--- src/sv/accumulator_alu_with_flags_defines.svh ---
// ----------------------------------------------------------------------------
// Assertion macros for the accumulator ALU
// Clocked property checks that vanish when SYNTHESIS is defined.
// ----------------------------------------------------------------------------
`ifndef ACCUMULATOR_ALU_WITH_FLAGS_DEFINES_SVH
`define ACCUMULATOR_ALU_WITH_FLAGS_DEFINES_SVH

`ifndef SYNTHESIS

// Check a property on every rising edge, muted while reset is held.
`define ACC_ALU_ASSERT(label, prop) \
    label: assert property (@(posedge i_clk) disable iff (!i_rst_n) prop) \
        else $error("%m: assertion failed");

// Check a property on every rising edge, reset included.
`define ACC_ALU_ASSERT_ALWAYS(label, prop) \
    label: assert property (@(posedge i_clk) prop) \
        else $error("%m: assertion failed");

`else

`define ACC_ALU_ASSERT(label, prop)
`define ACC_ALU_ASSERT_ALWAYS(label, prop)

`endif

`endif

--- src/sv/acc_alu_pkg.sv ---
// ----------------------------------------------------------------------------
// Accumulator ALU package
// Field widths, opcodes and the flag bundle shared by the ALU files.
// ----------------------------------------------------------------------------
package acc_alu_pkg;

    localparam int OPCODE_W  = 5;
    localparam int DATA_W    = 8;
    localparam int WIDE_W    = 16;

    localparam logic [OPCODE_W-1:0] OP_ADD     = 5'd0;
    localparam logic [OPCODE_W-1:0] OP_ADC     = 5'd1;
    localparam logic [OPCODE_W-1:0] OP_SUB     = 5'd2;
    localparam logic [OPCODE_W-1:0] OP_SBB     = 5'd3;
    localparam logic [OPCODE_W-1:0] OP_CMP     = 5'd4;
    localparam logic [OPCODE_W-1:0] OP_AND     = 5'd5;
    localparam logic [OPCODE_W-1:0] OP_XOR     = 5'd6;
    localparam logic [OPCODE_W-1:0] OP_OR      = 5'd7;
    localparam logic [OPCODE_W-1:0] OP_INC     = 5'd8;
    localparam logic [OPCODE_W-1:0] OP_DEC     = 5'd9;
    localparam logic [OPCODE_W-1:0] OP_DAA     = 5'd10;
    localparam logic [OPCODE_W-1:0] OP_RLC     = 5'd11;
    localparam logic [OPCODE_W-1:0] OP_RRC     = 5'd12;
    localparam logic [OPCODE_W-1:0] OP_RAL     = 5'd13;
    localparam logic [OPCODE_W-1:0] OP_RAR     = 5'd14;
    localparam logic [OPCODE_W-1:0] OP_CMA     = 5'd15;
    localparam logic [OPCODE_W-1:0] OP_STC     = 5'd16;
    localparam logic [OPCODE_W-1:0] OP_CMC     = 5'd17;
    localparam logic [OPCODE_W-1:0] OP_DAD     = 5'd18;
    localparam logic [OPCODE_W-1:0] OP_LDA     = 5'd19;
    localparam logic [OPCODE_W-1:0] OP_LHL     = 5'd20;

    typedef struct packed {
        logic s;
        logic z;
        logic ac;
        logic p;
        logic cy;
    } t_flags;

    typedef struct packed {
        logic [DATA_W-1:0] acc;
        logic [DATA_W-1:0] alu_result;
        logic [WIDE_W-1:0] hl;
        t_flags            flags;
    } t_result;

endpackage

--- src/sv/acc_alu_intf.sv ---
// ----------------------------------------------------------------------------
// Accumulator ALU channels
// Valid/ready channels for the operation beat and the result beat.
// ----------------------------------------------------------------------------
interface acc_alu_op_if;
    logic                                valid;
    logic                                ready;
    logic [acc_alu_pkg::OPCODE_W-1:0]    opcode;
    logic [acc_alu_pkg::DATA_W-1:0]      operand;
    logic [acc_alu_pkg::WIDE_W-1:0]      wide_operand;

    modport source (output valid, output opcode, output operand, output wide_operand,
                    input ready);
    modport sink   (input valid, input opcode, input operand, input wide_operand,
                    output ready);
endinterface

interface acc_alu_res_if;
    logic                                valid;
    logic                                ready;
    logic [acc_alu_pkg::DATA_W-1:0]      acc_out;
    logic [acc_alu_pkg::DATA_W-1:0]      alu_result;
    logic [acc_alu_pkg::WIDE_W-1:0]      hl_out;
    logic                                sign_out;
    logic                                zero_out;
    logic                                aux_out;
    logic                                parity_out;
    logic                                carry_out;

    modport source (output valid, output acc_out, output alu_result, output hl_out,
                    output sign_out, output zero_out, output aux_out,
                    output parity_out, output carry_out, input ready);
    modport sink   (input valid, input acc_out, input alu_result, input hl_out,
                    input sign_out, input zero_out, input aux_out,
                    input parity_out, input carry_out, output ready);
endinterface

--- src/sv/accumulator_alu_with_flags.sv ---
// ----------------------------------------------------------------------------
// Accumulator ALU with flags
// 8080-style accumulator, HL pair and S/Z/AC/P/CY flags, one operation a beat.
// ----------------------------------------------------------------------------
// Path: an accepted operation beat enters the input stage, then the result stage.
// Throughput: one operation per cycle unless a full result stage is held by ready;
//   the accumulator, HL and flag registers feed back through the 8/16-bit adds and flag logic.
// Reset (synchronous, active low): clears the accumulator, HL, all flags and
//   both valid stages.
`include "accumulator_alu_with_flags_defines.svh"

module accumulator_alu_with_flags (
    input  logic           i_clk,
    input  logic           i_rst_n,
    acc_alu_op_if.sink     i_op,
    acc_alu_res_if.source  o_res
);

    // input stage
    logic                                r_in_valid;
    logic [acc_alu_pkg::OPCODE_W-1:0]    r_opcode;
    logic [acc_alu_pkg::DATA_W-1:0]      r_operand;
    logic [acc_alu_pkg::WIDE_W-1:0]      r_wide;

    // architectural state
    logic [acc_alu_pkg::DATA_W-1:0]      r_acc, n_acc;
    logic [acc_alu_pkg::WIDE_W-1:0]      r_hl, n_hl;
    acc_alu_pkg::t_flags                 r_flags, n_flags;
    logic [acc_alu_pkg::DATA_W-1:0]      n_alu_result;

    // result stage
    logic                                r_out_valid;
    acc_alu_pkg::t_result                r_res;

    logic                                w_advance;
    logic                                w_exec;

    // arithmetic scratch
    logic                                w_cin;
    logic [acc_alu_pkg::DATA_W:0]        w_sum;
    logic [4:0]                          w_nib;
    logic [acc_alu_pkg::DATA_W-1:0]      w_diff;
    logic [acc_alu_pkg::DATA_W-1:0]      w_res8;
    logic [acc_alu_pkg::WIDE_W:0]        w_dad;
    logic [acc_alu_pkg::DATA_W:0]        w_daa;
    logic                                w_lo_gt9;
    logic                                w_szp;

    assign w_advance = !r_out_valid || o_res.ready;
    assign w_exec    = r_in_valid && w_advance;
    assign i_op.ready = !r_in_valid || w_advance;

    // carry/borrow in from CY only for adc/sbb; add, sub and cmp take no carry in
    assign w_cin  = ((r_opcode == acc_alu_pkg::OP_ADC) || (r_opcode == acc_alu_pkg::OP_SBB))
                    ? r_flags.cy : 1'b0;
    assign w_sum  = {1'b0, r_acc} + {1'b0, r_operand} + {8'd0, w_cin};
    assign w_nib  = {1'b0, r_acc[3:0]} + {1'b0, r_operand[3:0]} + {4'd0, w_cin};
    assign w_diff = r_acc - r_operand - {7'd0, w_cin};
    assign w_dad  = {1'b0, r_hl} + {1'b0, r_wide};
    assign w_lo_gt9 = r_acc[3:0] > 4'd9;

    always_comb begin
        n_acc        = r_acc;
        n_hl         = r_hl;
        n_flags      = r_flags;
        w_res8       = r_acc;
        w_szp        = 1'b0;
        w_daa        = {1'b0, r_acc};
        n_alu_result = r_acc;
        unique case (r_opcode) inside
            acc_alu_pkg::OP_ADD, acc_alu_pkg::OP_ADC: begin
                n_acc      = w_sum[7:0];
                n_flags.cy = w_sum[8];
                n_flags.ac = w_nib[4];
                w_res8     = w_sum[7:0];
                w_szp      = 1'b1;
            end
            acc_alu_pkg::OP_SUB, acc_alu_pkg::OP_SBB, acc_alu_pkg::OP_CMP: begin
                n_flags.cy = ({1'b0, r_operand} + {8'd0, w_cin}) > {1'b0, r_acc};
                n_flags.ac = {1'b0, r_acc[3:0]} >= ({1'b0, r_operand[3:0]} + {4'd0, w_cin});
                w_res8     = w_diff;
                w_szp      = 1'b1;
                if (r_opcode != acc_alu_pkg::OP_CMP) begin
                    n_acc = w_diff;
                end
            end
            acc_alu_pkg::OP_AND: begin
                n_acc      = r_acc & r_operand;
                n_flags.cy = 1'b0;
                n_flags.ac = r_acc[3] | r_operand[3];
                w_res8     = r_acc & r_operand;
                w_szp      = 1'b1;
            end
            acc_alu_pkg::OP_XOR: begin
                n_acc      = r_acc ^ r_operand;
                n_flags.cy = 1'b0;
                n_flags.ac = 1'b0;
                w_res8     = r_acc ^ r_operand;
                w_szp      = 1'b1;
            end
            acc_alu_pkg::OP_OR: begin
                n_acc      = r_acc | r_operand;
                n_flags.cy = 1'b0;
                n_flags.ac = 1'b0;
                w_res8     = r_acc | r_operand;
                w_szp      = 1'b1;
            end
            acc_alu_pkg::OP_INC: begin
                w_res8       = r_operand + 8'd1;
                w_szp        = 1'b1;
                n_flags.ac   = (w_res8[3:0] == 4'h0);
                n_alu_result = w_res8;
            end
            acc_alu_pkg::OP_DEC: begin
                w_res8       = r_operand - 8'd1;
                w_szp        = 1'b1;
                n_flags.ac   = (w_res8[3:0] != 4'hf);
                n_alu_result = w_res8;
            end
            acc_alu_pkg::OP_DAA: begin
                // low digit fixup, then high digit fixup on the adjusted sum
                if (w_lo_gt9 || r_flags.ac) begin
                    w_daa      = w_daa + 9'h006;
                    n_flags.ac = w_lo_gt9;
                end
                if ((w_daa[8:4] > 5'd9) || r_flags.cy) begin
                    w_daa      = w_daa + 9'h060;
                    n_flags.cy = 1'b1;
                end
                n_acc  = w_daa[7:0];
                w_res8 = w_daa[7:0];
                w_szp  = 1'b1;
            end
            acc_alu_pkg::OP_RLC: begin
                n_flags.cy = r_acc[7];
                n_acc      = {r_acc[6:0], r_acc[7]};
            end
            acc_alu_pkg::OP_RRC: begin
                n_flags.cy = r_acc[0];
                n_acc      = {r_acc[0], r_acc[7:1]};
            end
            acc_alu_pkg::OP_RAL: begin
                n_flags.cy = r_acc[7];
                n_acc      = {r_acc[6:0], r_flags.cy};
            end
            acc_alu_pkg::OP_RAR: begin
                n_flags.cy = r_acc[0];
                n_acc      = {r_flags.cy, r_acc[7:1]};
            end
            acc_alu_pkg::OP_CMA: begin
                n_acc = ~r_acc;
            end
            acc_alu_pkg::OP_STC: begin
                n_flags.cy = 1'b1;
            end
            acc_alu_pkg::OP_CMC: begin
                n_flags.cy = ~r_flags.cy;
            end
            acc_alu_pkg::OP_DAD: begin
                n_hl       = w_dad[15:0];
                n_flags.cy = w_dad[16];
            end
            acc_alu_pkg::OP_LDA: begin
                n_acc = r_operand;
            end
            acc_alu_pkg::OP_LHL: begin
                n_hl = r_wide;
            end
            default: begin
                // unused opcodes leave the state alone
            end
        endcase
        if (w_szp) begin
            n_flags.s = w_res8[7];
            n_flags.z = (w_res8 == 8'd0);
            n_flags.p = ~^w_res8;
        end
        if ((r_opcode != acc_alu_pkg::OP_INC) && (r_opcode != acc_alu_pkg::OP_DEC)) begin
            n_alu_result = n_acc;
        end
    end

    always_ff @(posedge i_clk) begin
        if (!i_rst_n) begin
            r_in_valid  <= 1'b0;
            r_out_valid <= 1'b0;
            r_acc       <= '0;
            r_hl        <= '0;
            r_flags     <= '0;
        end else begin
            if (i_op.ready) begin
                r_in_valid <= i_op.valid;
            end
            if (w_advance) begin
                r_out_valid <= r_in_valid;
            end
            if (w_exec) begin
                r_acc   <= n_acc;
                r_hl    <= n_hl;
                r_flags <= n_flags;
            end
        end
    end

    // payload registers
    always_ff @(posedge i_clk) begin
        if (i_op.valid && i_op.ready) begin
            r_opcode  <= i_op.opcode;
            r_operand <= i_op.operand;
            r_wide    <= i_op.wide_operand;
        end
        if (w_exec) begin
            r_res.acc        <= n_acc;
            r_res.alu_result <= n_alu_result;
            r_res.hl         <= n_hl;
            r_res.flags      <= n_flags;
        end
    end

    assign o_res.valid      = r_out_valid;
    assign o_res.acc_out    = r_res.acc;
    assign o_res.alu_result = r_res.alu_result;
    assign o_res.hl_out     = r_res.hl;
    assign o_res.sign_out   = r_res.flags.s;
    assign o_res.zero_out   = r_res.flags.z;
    assign o_res.aux_out    = r_res.flags.ac;
    assign o_res.parity_out = r_res.flags.p;
    assign o_res.carry_out  = r_res.flags.cy;

    // a pending result always mirrors the live state
    `ACC_ALU_ASSERT(a_res_matches_state, r_out_valid |-> (r_res.acc == r_acc && r_res.hl == r_hl && r_res.flags == r_flags))
    // state moves only when a beat executes
    `ACC_ALU_ASSERT(a_state_holds, !w_exec |=> ($stable(r_acc) && $stable(r_hl) && $stable(r_flags)))
    // an executed beat always produces a result beat
    `ACC_ALU_ASSERT(a_exec_gives_result, w_exec |=> r_out_valid)
    // an empty output stage never stalls the input
    `ACC_ALU_ASSERT_ALWAYS(a_no_false_stall, (i_rst_n && !r_out_valid) |-> i_op.ready)

endmodule
--- src/flat_wrapper.sv ---
// flat-port wrapper written by rule: the top's interface ports become plain ports
module accumulator_alu_with_flags_flat 
  (i_clk, i_rst_n, i_op_valid, i_op_opcode, i_op_operand, i_op_wide_operand, i_op_ready, o_res_valid, o_res_acc_out, o_res_alu_result, o_res_hl_out, o_res_sign_out, o_res_zero_out, o_res_aux_out, o_res_parity_out, o_res_carry_out, o_res_ready);
  acc_alu_op_if i_op_i ();
  acc_alu_res_if o_res_i ();
  input  logic i_clk;
  input  logic i_rst_n;
  input wire logic [$bits(i_op_i.valid)-1:0] i_op_valid;
  input wire logic [$bits(i_op_i.opcode)-1:0] i_op_opcode;
  input wire logic [$bits(i_op_i.operand)-1:0] i_op_operand;
  input wire logic [$bits(i_op_i.wide_operand)-1:0] i_op_wide_operand;
  output wire logic [$bits(i_op_i.ready)-1:0] i_op_ready;
  output wire logic [$bits(o_res_i.valid)-1:0] o_res_valid;
  output wire logic [$bits(o_res_i.acc_out)-1:0] o_res_acc_out;
  output wire logic [$bits(o_res_i.alu_result)-1:0] o_res_alu_result;
  output wire logic [$bits(o_res_i.hl_out)-1:0] o_res_hl_out;
  output wire logic [$bits(o_res_i.sign_out)-1:0] o_res_sign_out;
  output wire logic [$bits(o_res_i.zero_out)-1:0] o_res_zero_out;
  output wire logic [$bits(o_res_i.aux_out)-1:0] o_res_aux_out;
  output wire logic [$bits(o_res_i.parity_out)-1:0] o_res_parity_out;
  output wire logic [$bits(o_res_i.carry_out)-1:0] o_res_carry_out;
  input wire logic [$bits(o_res_i.ready)-1:0] o_res_ready;
  assign i_op_i.valid = i_op_valid;
  assign i_op_i.opcode = i_op_opcode;
  assign i_op_i.operand = i_op_operand;
  assign i_op_i.wide_operand = i_op_wide_operand;
  assign i_op_ready = i_op_i.ready;
  assign o_res_valid = o_res_i.valid;
  assign o_res_acc_out = o_res_i.acc_out;
  assign o_res_alu_result = o_res_i.alu_result;
  assign o_res_hl_out = o_res_i.hl_out;
  assign o_res_sign_out = o_res_i.sign_out;
  assign o_res_zero_out = o_res_i.zero_out;
  assign o_res_aux_out = o_res_i.aux_out;
  assign o_res_parity_out = o_res_i.parity_out;
  assign o_res_carry_out = o_res_i.carry_out;
  assign o_res_i.ready = o_res_ready;
  accumulator_alu_with_flags u_core (.i_clk(i_clk), .i_rst_n(i_rst_n), .i_op(i_op_i), .o_res(o_res_i));
endmodule
--- config.mk ---
export PLATFORM = sky130hd
export DESIGN_NAME = accumulator_alu_with_flags_flat
export DESIGN_NICKNAME = d
export VERILOG_FILES = /design/src/sv/acc_alu_pkg.sv /design/src/sv/acc_alu_intf.sv /design/src/sv/accumulator_alu_with_flags.sv /design/src/flat_wrapper.sv
export VERILOG_INCLUDE_DIRS = /design/src /design/src/sv
export SDC_FILE = /design/constraint.sdc
export NUM_CORES = 1
export LEC_CHECK = 0
export BUFFER_PORTS_ARGS = -buffer_cell sky130_fd_sc_hd__buf_2
export CAP_MARGIN = 10
export CORE_ASPECT_RATIO = 0.75
export CORE_MARGIN = 1.5
export CORE_UTILIZATION = 55
export CTS_BUF_LIST = sky130_fd_sc_hd__clkbuf_4 sky130_fd_sc_hd__clkbuf_8 sky130_fd_sc_hd__clkbuf_16
export DETAILED_ROUTE_END_ITERATION = 16
export HOLD_SLACK_MARGIN = 0.12
export PLACE_DENSITY = 0.83
export SLEW_MARGIN = 5
export SYNTH_ARGS = -nofsm -noshare
export SYNTH_HDL_FRONTEND = slang
export SYNTH_SLANG_ARGS = --single-unit
export TNS_END_PERCENT = 30
--- constraint.sdc ---
create_clock -name i_clk -period 11.8 [get_ports i_clk]
set_input_delay 1.18 -clock i_clk [delete_from_list [all_inputs] [get_ports i_clk]]
set_output_delay 1.18 -clock i_clk [all_outputs]
set_load 0.05 [all_outputs]
Word-level counts from Yosys, hierarchy flattened
Cells that the tools add are included.
{ "totals": {"register_bits": 97, "mem_bits_ro": 0, "ram_bits": 0, "latchBits": 0, "inputBits": 33, "memories": 0, "output_inout_bits": 39, "wordCells": 105} }
{ "classes": {"n_eq_ne": 24, "multipliers": 0, "shifts": 0, "mux": 17, "div_mod_pow": 0, "bitwise": 6, "order_cmp": 4, "n_addsub": 13, "n_reduce_logical": 21} }
{ "op_table": {"columns": ["operator", "count"], "rows": [
  ["$pmux W8 S12", 1],
  ["$pmux W8 S8", 1],
  ["$eq A5 B4 Y1 const B", 8],
  ["$pmux W16 S2", 1],
  ["$eq A5 B5 Y1 const B", 5],
  ["$mux W8", 3],
  ["$eq A5 B3 Y1 const B", 4],
  ["$mux W9", 2],
  ["$add A16 B16 Y17", 1],
  ["$pmux W8 S2", 1],
  ["$reduce_or A11 Y1", 1],
  ["$eq A5 B2 Y1 const B", 2],
  ["$ne A5 B4 Y1 const B", 2],
  ["$add A8 B1 Y9", 1],
  ["$add A8 B3 Y9 const B", 1],
  ["$add A8 B8 Y9", 1],
  ["$add A9 B1 Y9", 1],
  ["$gt A9 B8 Y1", 1],
  ["$pmux W1 S9", 1],
  ["$add A8 B1 Y8 const B", 1],
  ["$add A8 B7 Y8 const B", 1],
  ["$and A8 B8 Y8", 1],
  ["$logic_not A8 Y1", 1],
  ["$not A8 Y8", 1],
  ["other kinds (27)", 42]
]} }

Longest topological paths before layout
Gate-level depths: netlist of run 1.
{ "depth": {"depth_word": 10, "mapped_depth": 20, "ltp_nobuf": 19} }

Worst setup path before layout of run 1
OpenSTA, ideal clock, no wires.
{ "synth_timing": {"path_kind": "register -> register", "from": "reg u_core.r_opcode[4] (netlist name)", "to": "reg u_core.r_flags[1] (netlist name)", "t_required_ns": 11.722, "setup_slack_ns": 7.979, "stages_incl_launch_ff": 20, "setup_ns": 0.078, "arrival_ns": 3.742, "path_cell_list": "edfxtp_1 > buf_6 > nor2b_1 > nand3_1 > fa_1 > inv_1 > ha_1 > o21ai_0 > a21oi_1 > or3_1 > xnor2_1 > nand2_1 > and4_1 > a21boi_1 > ha_1 > xnor2_1 > xnor2_1 > o21ai_0 > nor2_1 > nor3_1"} }
{ "synth_rtl": {"columns": ["element", "line", "rtl"], "rows": [
  ["start: declaration", "accumulator_alu_with_flags.sv:21", "logic [acc_alu_pkg::OPCODE_W-1:0] r_opcode;"],
  ["start signal: assignment", "accumulator_alu_with_flags.sv:208", "r_opcode <= i_op.opcode;"],
  ["end signal: assignment", "accumulator_alu_with_flags.sv:200", "r_flags <= n_flags;"],
  ["end: declaration", "accumulator_alu_with_flags.sv:28", "acc_alu_pkg::t_flags r_flags, n_flags;"]
]} }

==> summary.md, run 1 <==
| Metric | Value |
|---|---|
| Run status | completed |
| Placer congestion estimate | slightly below 1 |
| # resized after CTS | 0 |
| DIE AREA | 0.0144 mm² |
| Critical Path AT | 5.20 ns |
| Register area share after synthesis | 34.6% |
| Critical path's most frequent cell | xnor2_1 |
| Cell Area, Placed | 0.00790 mm² |
| Crit-path cells | nor2_2, nand3_1, fa_1, inv_1, ha_1, o21ai_0, a21oi_1, or3_1, xnor2_1, nand2_1, and4_1, a21boi_1, ha_1, xnor2_1, xnor2_1, o21ai_0, nor2_1, nor3_1 |
| Max VDD drop | 73.3 µV |
| Die width | roughly 140 µm |
| # clock sinks | 97 |
| Die Span Y | approximately 100 µm |
| Buffer depth of the longest clock path | 2 |
| Crit path capture type | flop |
| Post-synth top flop | edfxtp_1 |
| Nets@finish | a little under 1000 |
| End of the critical path | u_core.r_flags[1]$_SDFFE_PN0P_ |
| Reg2Reg Depth | 18 |
| Clock skew | 0.0113 ns |
| Slew @ Worst Pin | ~1.0 ns |
| Critical Path Fanout Max | 24 |
| Post-detailed-route count of antenna-violating nets | 0 |
| Hold Path Class | flop to flop |
| Critical path required time | 12.07 ns |
| Synth area leaders | edfxtp_1 26%, ha_1 11%, dfxtp_1 8.3% |
| Hold_buf cts | 0 |
| Worst r2r src | u_core.r_opcode[2]$_DFFE_PP_ |
| Maximum clock frequency | ~0.2 GHz |
| Final Cell Area | 0.00819 mm² |
| Setup TNS | 0 ns |
| Final period utilization | 41.8% |
| Critical path class | flop to flop |
| Synth unique cells | 82 |
| Site Rows | 36 |
| R2r endpoint | u_core.r_flags[1]$_SDFFE_PN0P_ |
| Syn Area/Cell | 8.93 µm² |
| Initial antenna violation count | 0 |
| DP HPWL | 15800 µm |
| Number of global-route vias before repair | 6309 |
| Fin. Hold Viols | 0 |
| Gr ovfl total | 0 |
| Pwr dens | 113 mW/mm² |
| Largest net degree at the start of global routing | 41 |
| Core Box Area | approximately 0.013 mm² |
| Clk root buf | clkbuf_16 |
| Final setup fails | 0 |
| TritonCTS clock tree | done |
| Post-synthesis async set-or-reset flop share | 0% |
| Filler cells | 1100 |
| Most common cell after layout, fill and taps aside | nand2_1 |
| Total number of yosys warnings | 0 |
| Via density | 6.66 |
| CP Launch Type | flop |
| Post-Synthesis Cells | 842 |
| RSZ-0062 raised after global routing | no |
| Vias | between 7000 and 8000 |
| Final min period | 4.93 ns |
| Largest stage delay on the critical path | roughly 0.70 ns |
| Initial core utilization | 57.1% |
| Remaining DRCs | 0 |
| Commonest non-fill, non-tap cells in the layout | 75 x nand2_1, 71 x buf_2, 69 x ha_1 |
| Global-route wire length before repair | about 34000 µm |
| First-pass iteration count of the detailed router | 7 |
| IO buf count | 71 |
| WL/cell | 20.6 µm |
| IO Pins | 72 |
| Post-CTS Setup Bufs | 0 |
| Post-synth top area share | 26.4% |
| Detailed Route WL | ~22000 µm |
| Fin util | 62.2% |
| Crit-path slowest cell | edfxtp_1 |
| Area Growth Syn to Fin | 8.92% |
| LEAKAGE | 0.00327 µW |
| GR Util All Layers | between 30% and 40% |
| Syn nets | roughly 950 |
| Synthesized area | 0.00752 mm² |
| Max_cap viols | 0 |
| Worst setup path startpoint | u_core.r_opcode[2]$_DFFE_PP_ |
| Share of cells above drive strength 1 | 13.0% |
| Clock transition at path regs | 0.07 ns |
| EDFF count, synth | 66 |
| Clk_lat worst skew | 0.35 ns |
| Yosys reg bits | 97 |
| CTS buffer count | 9 |
| R2R Setup Slk | about 6.9 ns |
| Antenna Cells | 0 |
| DR iter-0 viols | about 1100 |
| CTS H-tree lvls | 3 |
| Pins Over Slew Limit | 0 |
| Yosys top cell by area | edfxtp_1 |
| Slew headroom | 31.3% |
## layout make-up
cell class                 count  area [µm²]  share of cell area, %
timing repair buffer          76         393                   4.80
sequential                    97        2600                   31.8
inverter                      41         154                   1.88
clock buffer                  10         233                   2.84
tap                          171         214                   2.61
multi-input combinational    655        4540                   55.4
clock inverter                 6        51.3                  0.627
## power by group
| part | internal, µW | total [µW] | switching (µW) |
|---|---|---|---|
| clock | 148 | 285 | 137 |
| combinational | 80.2 | 226 | 145 |
| sequential | 387 | 413 | 25.9 |
| total | 615 | 923 | 308 |
## per-stage QoR
step	worst slack [ns]	total power (µW)	instances	hold slack, ns
6_report	6.87	923	1056	0.485
5_1_grt	6.53	961	1056	0.509
4_1_cts	7.02	921	1056	0.483
3_5_place_dp	7.09	637	1040	0.473
3_3_place_gp	7.24	632	1040	0.465
2_1_floorplan	7.98	580	842	0.453
## synth_stat cells, types with 4 or more instances
cell        n
nand2_1    75
ha_1       69
edfxtp_1   66
nor2_1     63
o21ai_0    61
a21oi_1    42
inv_1      39
dfxtp_1    31
clkbuf_1   28
a22oi_1    23
nand3_1    22
xnor2_1    22
nor3_1     20
buf_2      17
nor2b_1    15
a31oi_1    13
and3_1     13
a21o_1     12
o21a_1     11
o22ai_1    11
xor2_1     11
nand2b_1    9
o21ai_1     9
a221o_1     7
nand4_1     7
o211ai_1    7
o31ai_1     7
and2_1      6
and4_1      6
nor4_1      6
or3_1       6
a211oi_1    5
fa_1        5
nand3b_1    5
a2111oi_0   4
a221oi_1    4
a222oi_1    4
a41oi_1     4
nor3_2      4
o21bai_1    4
## how the worst min path moves through the flow
stage                                  end  slack (ns)  cells past startpoint                        start
6_report       u_core.r_hl[6]$_SDFFE_PN0P_        0.49                      2  u_core.r_hl[6]$_SDFFE_PN0P_
4_1_cts        u_core.r_hl[6]$_SDFFE_PN0P_        0.48                      2  u_core.r_hl[6]$_SDFFE_PN0P_
3_3_place_gp   u_core.r_hl[6]$_SDFFE_PN0P_        0.46                      2  u_core.r_hl[6]$_SDFFE_PN0P_
3_5_place_dp   u_core.r_hl[6]$_SDFFE_PN0P_        0.47                      2  u_core.r_hl[6]$_SDFFE_PN0P_
5_1_grt        u_core.r_hl[6]$_SDFFE_PN0P_        0.51                      2  u_core.r_hl[6]$_SDFFE_PN0P_
2_1_floorplan  u_core.r_hl[3]$_SDFFE_PN0P_        0.45                      2  u_core.r_hl[3]$_SDFFE_PN0P_
## cells by family after synthesis
logic type / Yosys count / synth area share, %
adder cells (fa/ha/maj): 74 / 12.8
multiplexers: 4 / 0.549
flip-flops: 97 / 34.6
XOR/XNOR: 33 / 3.85
AND/OR/NAND/NOR: 274 / 18.5
AO/OA/AOI/OAI: 270 / 24.7
buffers and inverters: 90 / 4.98
## worst max-delay path, delay by kind of cell (launching register included)
family                     cells  cell delay (ns)
buffers and inverters          1             0.09
AOI/OAI and AO/OA              4             0.87
and+or+nand+nor                7             1.60
adders and majority gates      3             1.11
xor gates and xnor gates       3             0.48
DFF                            1             0.70
## registers in the layout (all words and copies together) (netlist names)
name and cells:
u_core.o_res.aux_out 1, u_core.r_operand 8, u_core.o_res.valid 1, u_core.o_res.parity_out 1, u_core.r_acc 8, u_core.r_in_valid 1
u_core.r_hl 16, u_core.o_res.acc_out 8, u_core.r_flags 5, u_core.o_res.carry_out 1, u_core.o_res.zero_out 1, u_core.r_wide 16
u_core.o_res.sign_out 1, u_core.o_res.hl_out 16, u_core.r_opcode 5, u_core.o_res.alu_result 8
## routing by layer
layer / global-route usage [%] / vias to the layer above / wire, µm
met2: 40.8 / 456 / 8700
met4: 9.67 / 0 / 489
met5: 0 / - / 0
li1: - / 3237 / -
met3: 7.16 / 34 / 2720
met1: 48.1 / 3304 / 9820
(Power assumes the default switching activity.)
==> inputs of run 2 (changes only) <==
--- a/config.mk
+++ b/config.mk
@@ -6,6 +6,7 @@
 export SDC_FILE = /design/constraint.sdc
 export NUM_CORES = 1
 export LEC_CHECK = 0
+export ABC_AREA = 1
 export BUFFER_PORTS_ARGS = -buffer_cell sky130_fd_sc_hd__buf_2
 export CAP_MARGIN = 10
 export CORE_ASPECT_RATIO = 0.75
==> constraint.sdc (replaced) <==
create_clock -name i_clk -period 5.1 [get_ports i_clk]
set_input_delay 0.51 -clock i_clk [delete_from_list [all_inputs] [get_ports i_clk]]
set_output_delay 0.51 -clock i_clk [all_outputs]
set_load 0.05 [all_outputs]
==> summary.md, run 2 <==
| Metric | Value |
|---|---|
| Post-synth top flop | edfxtp_1 |
| Cell Area, Placed | 0.00816 mm² (+3.2%) |
| Post-Synthesis Cells | 996 (+18%) |
| RSZ-0062 raised after global routing | no |
| Most frequent cells after synthesis | 185 x nand2_1, 137 x inv_1, 75 x nor2_1 |
| WL/cell | 18.4 µm (-10%) |
| TritonCTS clock tree | done |
| Slew @ Worst Pin | 1.10 ns (+0.0763 ns) |
| Antenna Cells | 0 (unchanged) |
| DP HPWL | 17800 µm (+12%) |
| Buf/Inv on CP | 3 (+2) |
| Final period utilization | 83.8% (+42 points) |
| Vias | 7301 (+3.8%) |
| Fin. Hold Viols | 0 (unchanged) |
| Critical path required time | 5.34 ns (-6.73 ns) |
| Crit path capture type | flop |
| Total number of yosys warnings | 0 (unchanged) |
| Most common cell after layout, fill and taps aside | nand2_1 |
| Crit-path slowest cell | edfxtp_1 |
| Logic gate share of total power | 28.9% (+4.5 points) |
| Largest net degree at the start of global routing | 53 (+29%) |
| Detailed Route WL | 22900 µm (+5.2%) |
| Final Cell Area | 0.00848 mm² (+3.5%) |
| Worst r2r src | u_core.r_opcode[3]$_DFFE_PP_ |
| CTS H-tree lvls | 3 (unchanged) |
| Max VDD drop | 195 µV (+170%) |
| Post-synth top area share | 25.8% (-0.52 points) |
| Area Growth Syn to Fin | 10.5% |
| Worst setup path startpoint | u_core.r_opcode[3]$_DFFE_PP_ |
| Final setup fails | 0 (unchanged) |
| Run status | complete, but fails checks |
| Critical path class | flop to flop |
| Initial core utilization | 56.1% (-1.0 points) |
| DP Cell Count | 1223 (+18%) |
| Final Hold Slack | 0.325 ns (-0.160 ns) |
| Initial antenna violation count | 0 (unchanged) |
| Pins Over Slew Limit | 0 (unchanged) |
| CTS buffer count | 9 (unchanged) |
| Most frequent cell after synthesis | nand2_1 |
| Synthesized area | 0.00767 mm² (+2.0%) |
| First-pass iteration count of the detailed router | 11 (+4) |
| Worst hold start | i_op_wide_operand[5] |
| DR iter-0 viols | 842 (-22%) |
| Die width | 139 µm (+0.98%) |
| IO Pins | 72 (unchanged) |
| Int Power | 1520 µW (+150%) |
| EDFF count, synth | 66 (unchanged) |
| Remaining DRCs | 8 (+8) |
| Post-CTS Setup Bufs | 0 (unchanged) |
| Largest stage delay on the critical path | 0.53 ns (-0.17 ns) |
| Site Rows | 37 (+2.8%) |
| Max_cap viols | 0 (unchanged) |
| Pwr dens | 279 mW/mm² (+150%) |
| Slew headroom | 26.7% (-4.6 points) |
| IO buf count | 71 (unchanged) |
| Buffer depth of the longest clock path | 2 (unchanged) |
| Clk pwr share | 30.5% (-0.4 points) |
| Syn Area/Cell | 7.70 µm² (-14%) |
| Number of global-route vias before repair | 6420 (+1.8%) |
| Gr ovfl total | 0 (unchanged) |
| Clock transition at path regs | 0.08 ns (about the same) |
| Clk root buf | clkbuf_16 |
| Switching pwr | 845 µW (+170%) |
| # resized after CTS | 0 (unchanged) |
| Switching Share | 35.8% (+2.4 points) |
| Share of cells above drive strength 1 | 14.8% (+1.9 points) |
| Final min period | 4.27 ns (-0.659 ns) |
| Syn nets | 1103 (+16%) |
| Via density | 5.89 (-11%) |
| Critical Path AT | 4.51 ns (-0.69 ns) |
| Die Span Y | 105 µm (+0.97%) |
| Reg power frac | 40.6% (-4.1 points) |
| Yosys reg bits | 97 (unchanged) |
| Register area share after synthesis | 33.9% (-0.68 points) |
| Global-route wire length before repair | 35200 µm (+3.1%) |
| Core Box Area | 0.0137 mm² (+3.8%) |
| Violated checks | design-rule violations |
| GR Util All Layers | 31.3% (+0.66 points) |
| Nets@finish | 1166 (+18%) |
| LEAKAGE | 0.00396 µW (+21%) |
| # clock sinks | 97 (unchanged) |
| Post-synthesis async set-or-reset flop share | 0% (unchanged) |
| Synth area leaders | edfxtp_1 26%, ha_1 11%, nand2_1 9.1% |
| Maximum clock frequency | 0.234 GHz (+15%) |
| Clk_lat worst skew | 0.35 ns (about the same) |
| Hold Path Class | input pin to flop |
| DIE AREA | 0.0147 mm² (+2.0%) |
| Post-detailed-route count of antenna-violating nets | 0 (unchanged) |
| Post-route insts no fill | 1239 (+17%) |
| Placer congestion estimate | 1.04 (+4.7%) |
| Cell family with the largest share of critical-path delay | simple AND/OR/NAND/NOR gates |
| Setup TNS | 0 ns (unchanged) |
| Commonest non-fill, non-tap cells in the layout | 185 x nand2_1, 136 x inv_1, 75 x nor2_1 |
| Synth unique cells | 55 (-33%) |
| CP Launch Type | flop |
| Clock skew | 0.0107 ns (-0.000533 ns) |
| Yosys top cell by area | edfxtp_1 |
| Critical path's most frequent cell | nand2_1 |
| Hold_buf cts | 0 (unchanged) |
| Critical Path Fanout Max | 4 (-83%) |
==> run 2: changes by cell type after synthesis, moves of 20 or more <==
cell	before	now
clkbuf_1	28	8
nand3_1	22	68
nand2_1	75	185
a21oi_1	42	70
a22oi_1	23	1
inv_1	39	137
==> run 2: kinds of logic (layout without fill, tap and decap cells) <==
kind of cell             count (synthesis)  in the layout  synth area share (%)
AO/OA/AOI/OAI                          219            219                  16.3
XOR/XNOR                                20             20                  2.28
adder cells (fa/ha/maj)                 74             74                  12.6
buffers and inverters                  180            248                  9.27
flip-flops                              97             97                  33.9
AND/OR/NAND/NOR                        406            406                  25.6
==> run 2: final timing paths <==
check,endpoint,slack [ns],depth (start not counted)
worst max-delay path,u_core.r_flags[1]$_SDFFE_PN0P_,0.83,25
worst min-delay path,u_core.r_wide[5]$_DFFE_PP_,0.33,1
worst max register to register,u_core.r_flags[1]$_SDFFE_PN0P_,0.83,25
worst min register to register,u_core.o_res.valid$_SDFFE_PN0P_,0.54,2
==> run 2: stage by stage <==
step / worst slack (ns) / power (µW) / util, %
final: 0.828 / 2360 / 62.1
after global routing: 0.459 / 2470 / 62.1
after CTS: 0.842 / 2350 / 62.1
after detailed placement: 0.907 / 1640 / 59.7
after global placement: 1.02 / 1630 / 59.7
after floorplan: 1.41 / 1460 / -
==> run 2: cell type report <==
cell class	count	area [µm²]
clock inverters	7	95.1
inverters	157	594
well taps	175	219
repair buffers	75	385
clock buffers	9	225
multi-input cells	719	4350
flip-flops and latches	97	2600
fillers	1214	5180
==> run 2: power by group through the flow <==
stage                     Combinational, µW  Sequential, µW  Clock, µW
final                                   683             958        720
after global routing                    747             964        757
after CTS                               667             957        728
after detailed placement                662             975          0
after global placement                  655             973          0
after floorplan                         433            1030          0
==> run 2: layer usage <==
metal  track usage [%]  part of all wire [%]  up-vias  routed length (µm)
li1                  -                     -     3502                   -
met1              49.3                    48     3348               10900
met2              43.1                    40      413                9120
met3              6.18                    10       38                2370
met4              8.05                   2.1        0                 469
met5                 0                     0        -                   0
==> run 2: worst reg2reg max path, stage by stage, from the launching register on <==
cell and delay, ns:
edfxtp_1 0.53, nor2_4 0.23, nand2_4 0.08, nor3_1 0.33, inv_1 0.14, fa_1 0.45
fa_1 0.39, inv_1 0.12, nand3_1 0.10, nand2_1 0.12, nand2_1 0.07, nand2_1 0.07
a21oi_1 0.07, nand2_1 0.07, nand2_1 0.04, nor2_1 0.16, nor2_1 0.07, nand3_1 0.06
o21ai_1 0.07, ha_1 0.31, xnor2_1 0.19, xnor2_1 0.10, nand2_1 0.08, o21ai_1 0.09
o21ai_0 0.16, inv_1 0.05
==> inputs of run 3 (changes only) <==
--- a/config.mk
+++ b/config.mk
@@ -6,7 +6,7 @@
 export SDC_FILE = /design/constraint.sdc
 export NUM_CORES = 1
 export LEC_CHECK = 0
-export ABC_AREA = 1
+export ABC_AREA = 0
 export BUFFER_PORTS_ARGS = -buffer_cell sky130_fd_sc_hd__buf_2
 export CAP_MARGIN = 10
 export CORE_ASPECT_RATIO = 0.75
@@ -15,7 +15,7 @@
 export CTS_BUF_LIST = sky130_fd_sc_hd__clkbuf_4 sky130_fd_sc_hd__clkbuf_8 sky130_fd_sc_hd__clkbuf_16
 export DETAILED_ROUTE_END_ITERATION = 16
 export HOLD_SLACK_MARGIN = 0.12
-export PLACE_DENSITY = 0.83
+export PLACE_DENSITY = 0.86
 export SLEW_MARGIN = 5
 export SYNTH_ARGS = -nofsm -noshare
 export SYNTH_HDL_FRONTEND = slang
==> constraint.sdc (replaced) <==
create_clock -name i_clk -period 3.8 [get_ports i_clk]
set_input_delay 0.38 -clock i_clk [delete_from_list [all_inputs] [get_ports i_clk]]
set_output_delay 0.38 -clock i_clk [all_outputs]
set_load 0.05 [all_outputs]
==> summary.md, run 3 (synthesized netlist as in run 1, its figures left out) <==
| Metric | Value |
|---|---|
| Share of cells above drive strength 1 | 20.8% (+6.0 points) |
| Maximum clock frequency | 0.268 GHz (+14%) |
| Area Growth Syn to Fin | 17.0% |
| Remaining DRCs | 0 (-8) |
| Antenna Cells | 0 (unchanged) |
| Switching pwr | 997 µW (+18%) |
| CP Launch Type | flop |
| Die width | 138 µm (-0.97%) |
| Met3 usage | 7.41% (+1.2 points) |
| Commonest non-fill, non-tap cells in the layout | 75 x nand2_1, 71 x buf_2, 68 x ha_1, 68 x buf_4, 66 x edfxtp_1 |
| Setup TNS | 0 ns (unchanged) |
| TritonCTS clock tree | done |
| DR iter-0 viols | 1219 (+45%) |
| Most Crowded Layer GR | met1 |
| Crit-path slowest cell | fa_2 |
| Critical path class | flop to flop |
| First-pass iteration count of the detailed router | 7 (-4) |
| # clock sinks | 97 (unchanged) |
| Nets@finish | 1052 (-9.8%) |
| Final min period | 3.74 ns (-0.535 ns) |
| Pins Over Slew Limit | 0 (unchanged) |
| Slew headroom | 41.8% (+15 points) |
| GRT met2 Usage | 46.1% (+3.0 points) |
| Detailed Route WL | 23000 µm (+0.70%) |
| Global-route wire length before repair | 36300 µm (+3.2%) |
| Reg power frac | 41.3% (+0.7 points) |
| Largest net degree at the start of global routing | 27 (-49%) |
| DP Cell Count | 1098 (-10%) |
| Final Cell Area | 0.00879 mm² (+3.8%) |
| Vias | 7478 (+2.4%) |
| CTS buffer count | 9 (unchanged) |
| Initial antenna violation count | 0 (unchanged) |
| Final setup fails | 0 (unchanged) |
| Int Power | 2000 µW (+32%) |
| M1 GR Usage | 48.5% (-0.88 points) |
| Final period utilization | 98.3% (+15 points) |
| WL/cell | 20.5 µm (+11%) |
| Most common cell after layout, fill and taps aside | nand2_1 |
| Clk pwr share | 30.2% (-0.3 points) |
| Initial core utilization | 57.1% (+1.0 points) |
| Placer congestion estimate | 1.03 (-1.5%) |
| Pwr dens | 340 mW/mm² (+22%) |
| CTS H-tree lvls | 3 (unchanged) |
| Clock transition at path regs | 0.07 ns (about the same) |
| Via density | 6.67 (+13%) |
| Core Box Area | 0.0132 mm² (-3.7%) |
| Clk_lat worst skew | 0.35 ns (about the same) |
| Die Span Y | 104 µm (-0.96%) |
| Max_cap viols | 0 (unchanged) |
| RSZ-0062 raised after global routing | yes |
| DP HPWL | 17000 µm (-4.5%) |
| Slew @ Worst Pin | 0.872 ns (-0.226 ns) |
| Hold Path Class | input pin to flop |
| Largest stage delay on the critical path | 0.57 ns (+0.04 ns) |
| Site Rows | 36 (-2.7%) |
| GR Util All Layers | 32.6% (+1.3 points) |
| Critical Path Fanout Max | 3 (-1) |
| Run status | completed |
| Clock skew | 0.00843 ns (-0.00230 ns) |
| Switching Share | 33.3% (-2.5 points) |
| Max VDD drop | 291 µV (+50%) |
| LEAKAGE | 0.00363 µW (-8.5%) |
| IO buf count | 71 (unchanged) |
| DIE AREA | 0.0144 mm² (-1.9%) |
| Crit-path cells | nor2b_2, nand3_2, fa_2, inv_2, ha_4, o21ai_4, buf_6, a21oi_2, or3_4, xnor2_2, nand2_1, and4_1, a21boi_2, ha_1, xnor2_2, xnor2_1, o21ai_2, nor2_1, nor3_1 |
| Clk root buf | clkbuf_16 |
| Critical Path AT | 3.99 ns (-0.52 ns) |
| Number of global-route vias before repair | 6819 (+6.2%) |
| Crit path capture type | flop |
| Gr ovfl total | 0 (unchanged) |
| Critical path required time | 4.05 ns (-1.29 ns) |
| Cell Area, Placed | 0.00835 mm² (+2.4%) |
| Fin. Hold Viols | 0 (unchanged) |
| Buffer depth of the longest clock path | 2 (unchanged) |
| IO Pins | 72 (unchanged) |
| Logic gate share of total power | 28.5% (-0.4 points) |
| Critical path's most frequent cell | xnor2_2 |
| Post-route insts no fill | 1121 (-9.5%) |
| Fin util | 66.9% (+4.8 points) |
| Post-detailed-route count of antenna-violating nets | 0 (unchanged) |
==> run 3: final timing paths <==
path,start,end,slack (ns),cells after the start
hold reg to reg,u_core.r_hl[0]$_SDFFE_PN0P_,u_core.r_hl[0]$_SDFFE_PN0P_,0.50,2
setup reg to reg,u_core.r_opcode[4]$_DFFE_PP_,u_core.r_flags[1]$_SDFFE_PN0P_,0.06,19
setup / recovery,u_core.r_opcode[4]$_DFFE_PP_,u_core.r_flags[1]$_SDFFE_PN0P_,0.06,19
hold / removal,i_op_wide_operand[10],u_core.r_wide[10]$_DFFE_PP_,0.20,1
==> run 3: repair_timing <==
item,in CTS,in global routing
buffers inserted,4,3
resized for setup,10,15
pin swaps,13,11
cloned,0,0
setup endpoints to repair,2,3
hold buffers,0,0
==> run 3: critical path: cells and delay by family (launching register included) <==
kind            cells  cell delay [ns]
flops               1             0.40
xor+xnor            3             0.46
simple gates        7             1.06
buf+inv             2             0.18
fa+ha+maj           3             1.04
compound gates      4             0.49
==> run 3: area by class of cell <==
| class | count | area (µm²) |
|---|---|---|
| multi-input cells | 655 | 4640 |
| fillers | 1014 | 4360 |
| repair buffers | 141 | 897 |
| clock buffers | 10 | 239 |
| inverters | 41 | 154 |
| flip-flops and latches | 97 | 2600 |
| well taps | 171 | 214 |
| clock inverters | 6 | 52.6 |
==> run 3: power groups by stage <==
stage | Combinational, µW | Sequential (µW) | Clock [µW]
floorplan | 460 | 1340 | 0
global placement | 764 | 1260 | 0
detailed placement | 774 | 1260 | 0
CTS | 802 | 1230 | 916
global route | 920 | 1240 | 956
finish | 854 | 1240 | 904
==> run 3: metrics by stage <==
step / hold WS [ns] / setup WS, ns / total power [µW]
floorplan: 0.453 / 0.00410 / 1800
global placement: 0.464 / 0.0905 / 2020
detailed placement: 0.487 / 0.00209 / 2030
CTS: 0.196 / 0.00624 / 2950
global route: 0.194 / -0.147 / 3120
finish: 0.201 / 0.0627 / 2990
==> run 3: per-layer routing <==
layer,wire length [µm],vias to the layer above
li1,-,3365
met1,9520,3460
met2,9630,582
met3,3220,71
met4,648,0
met5,0,-
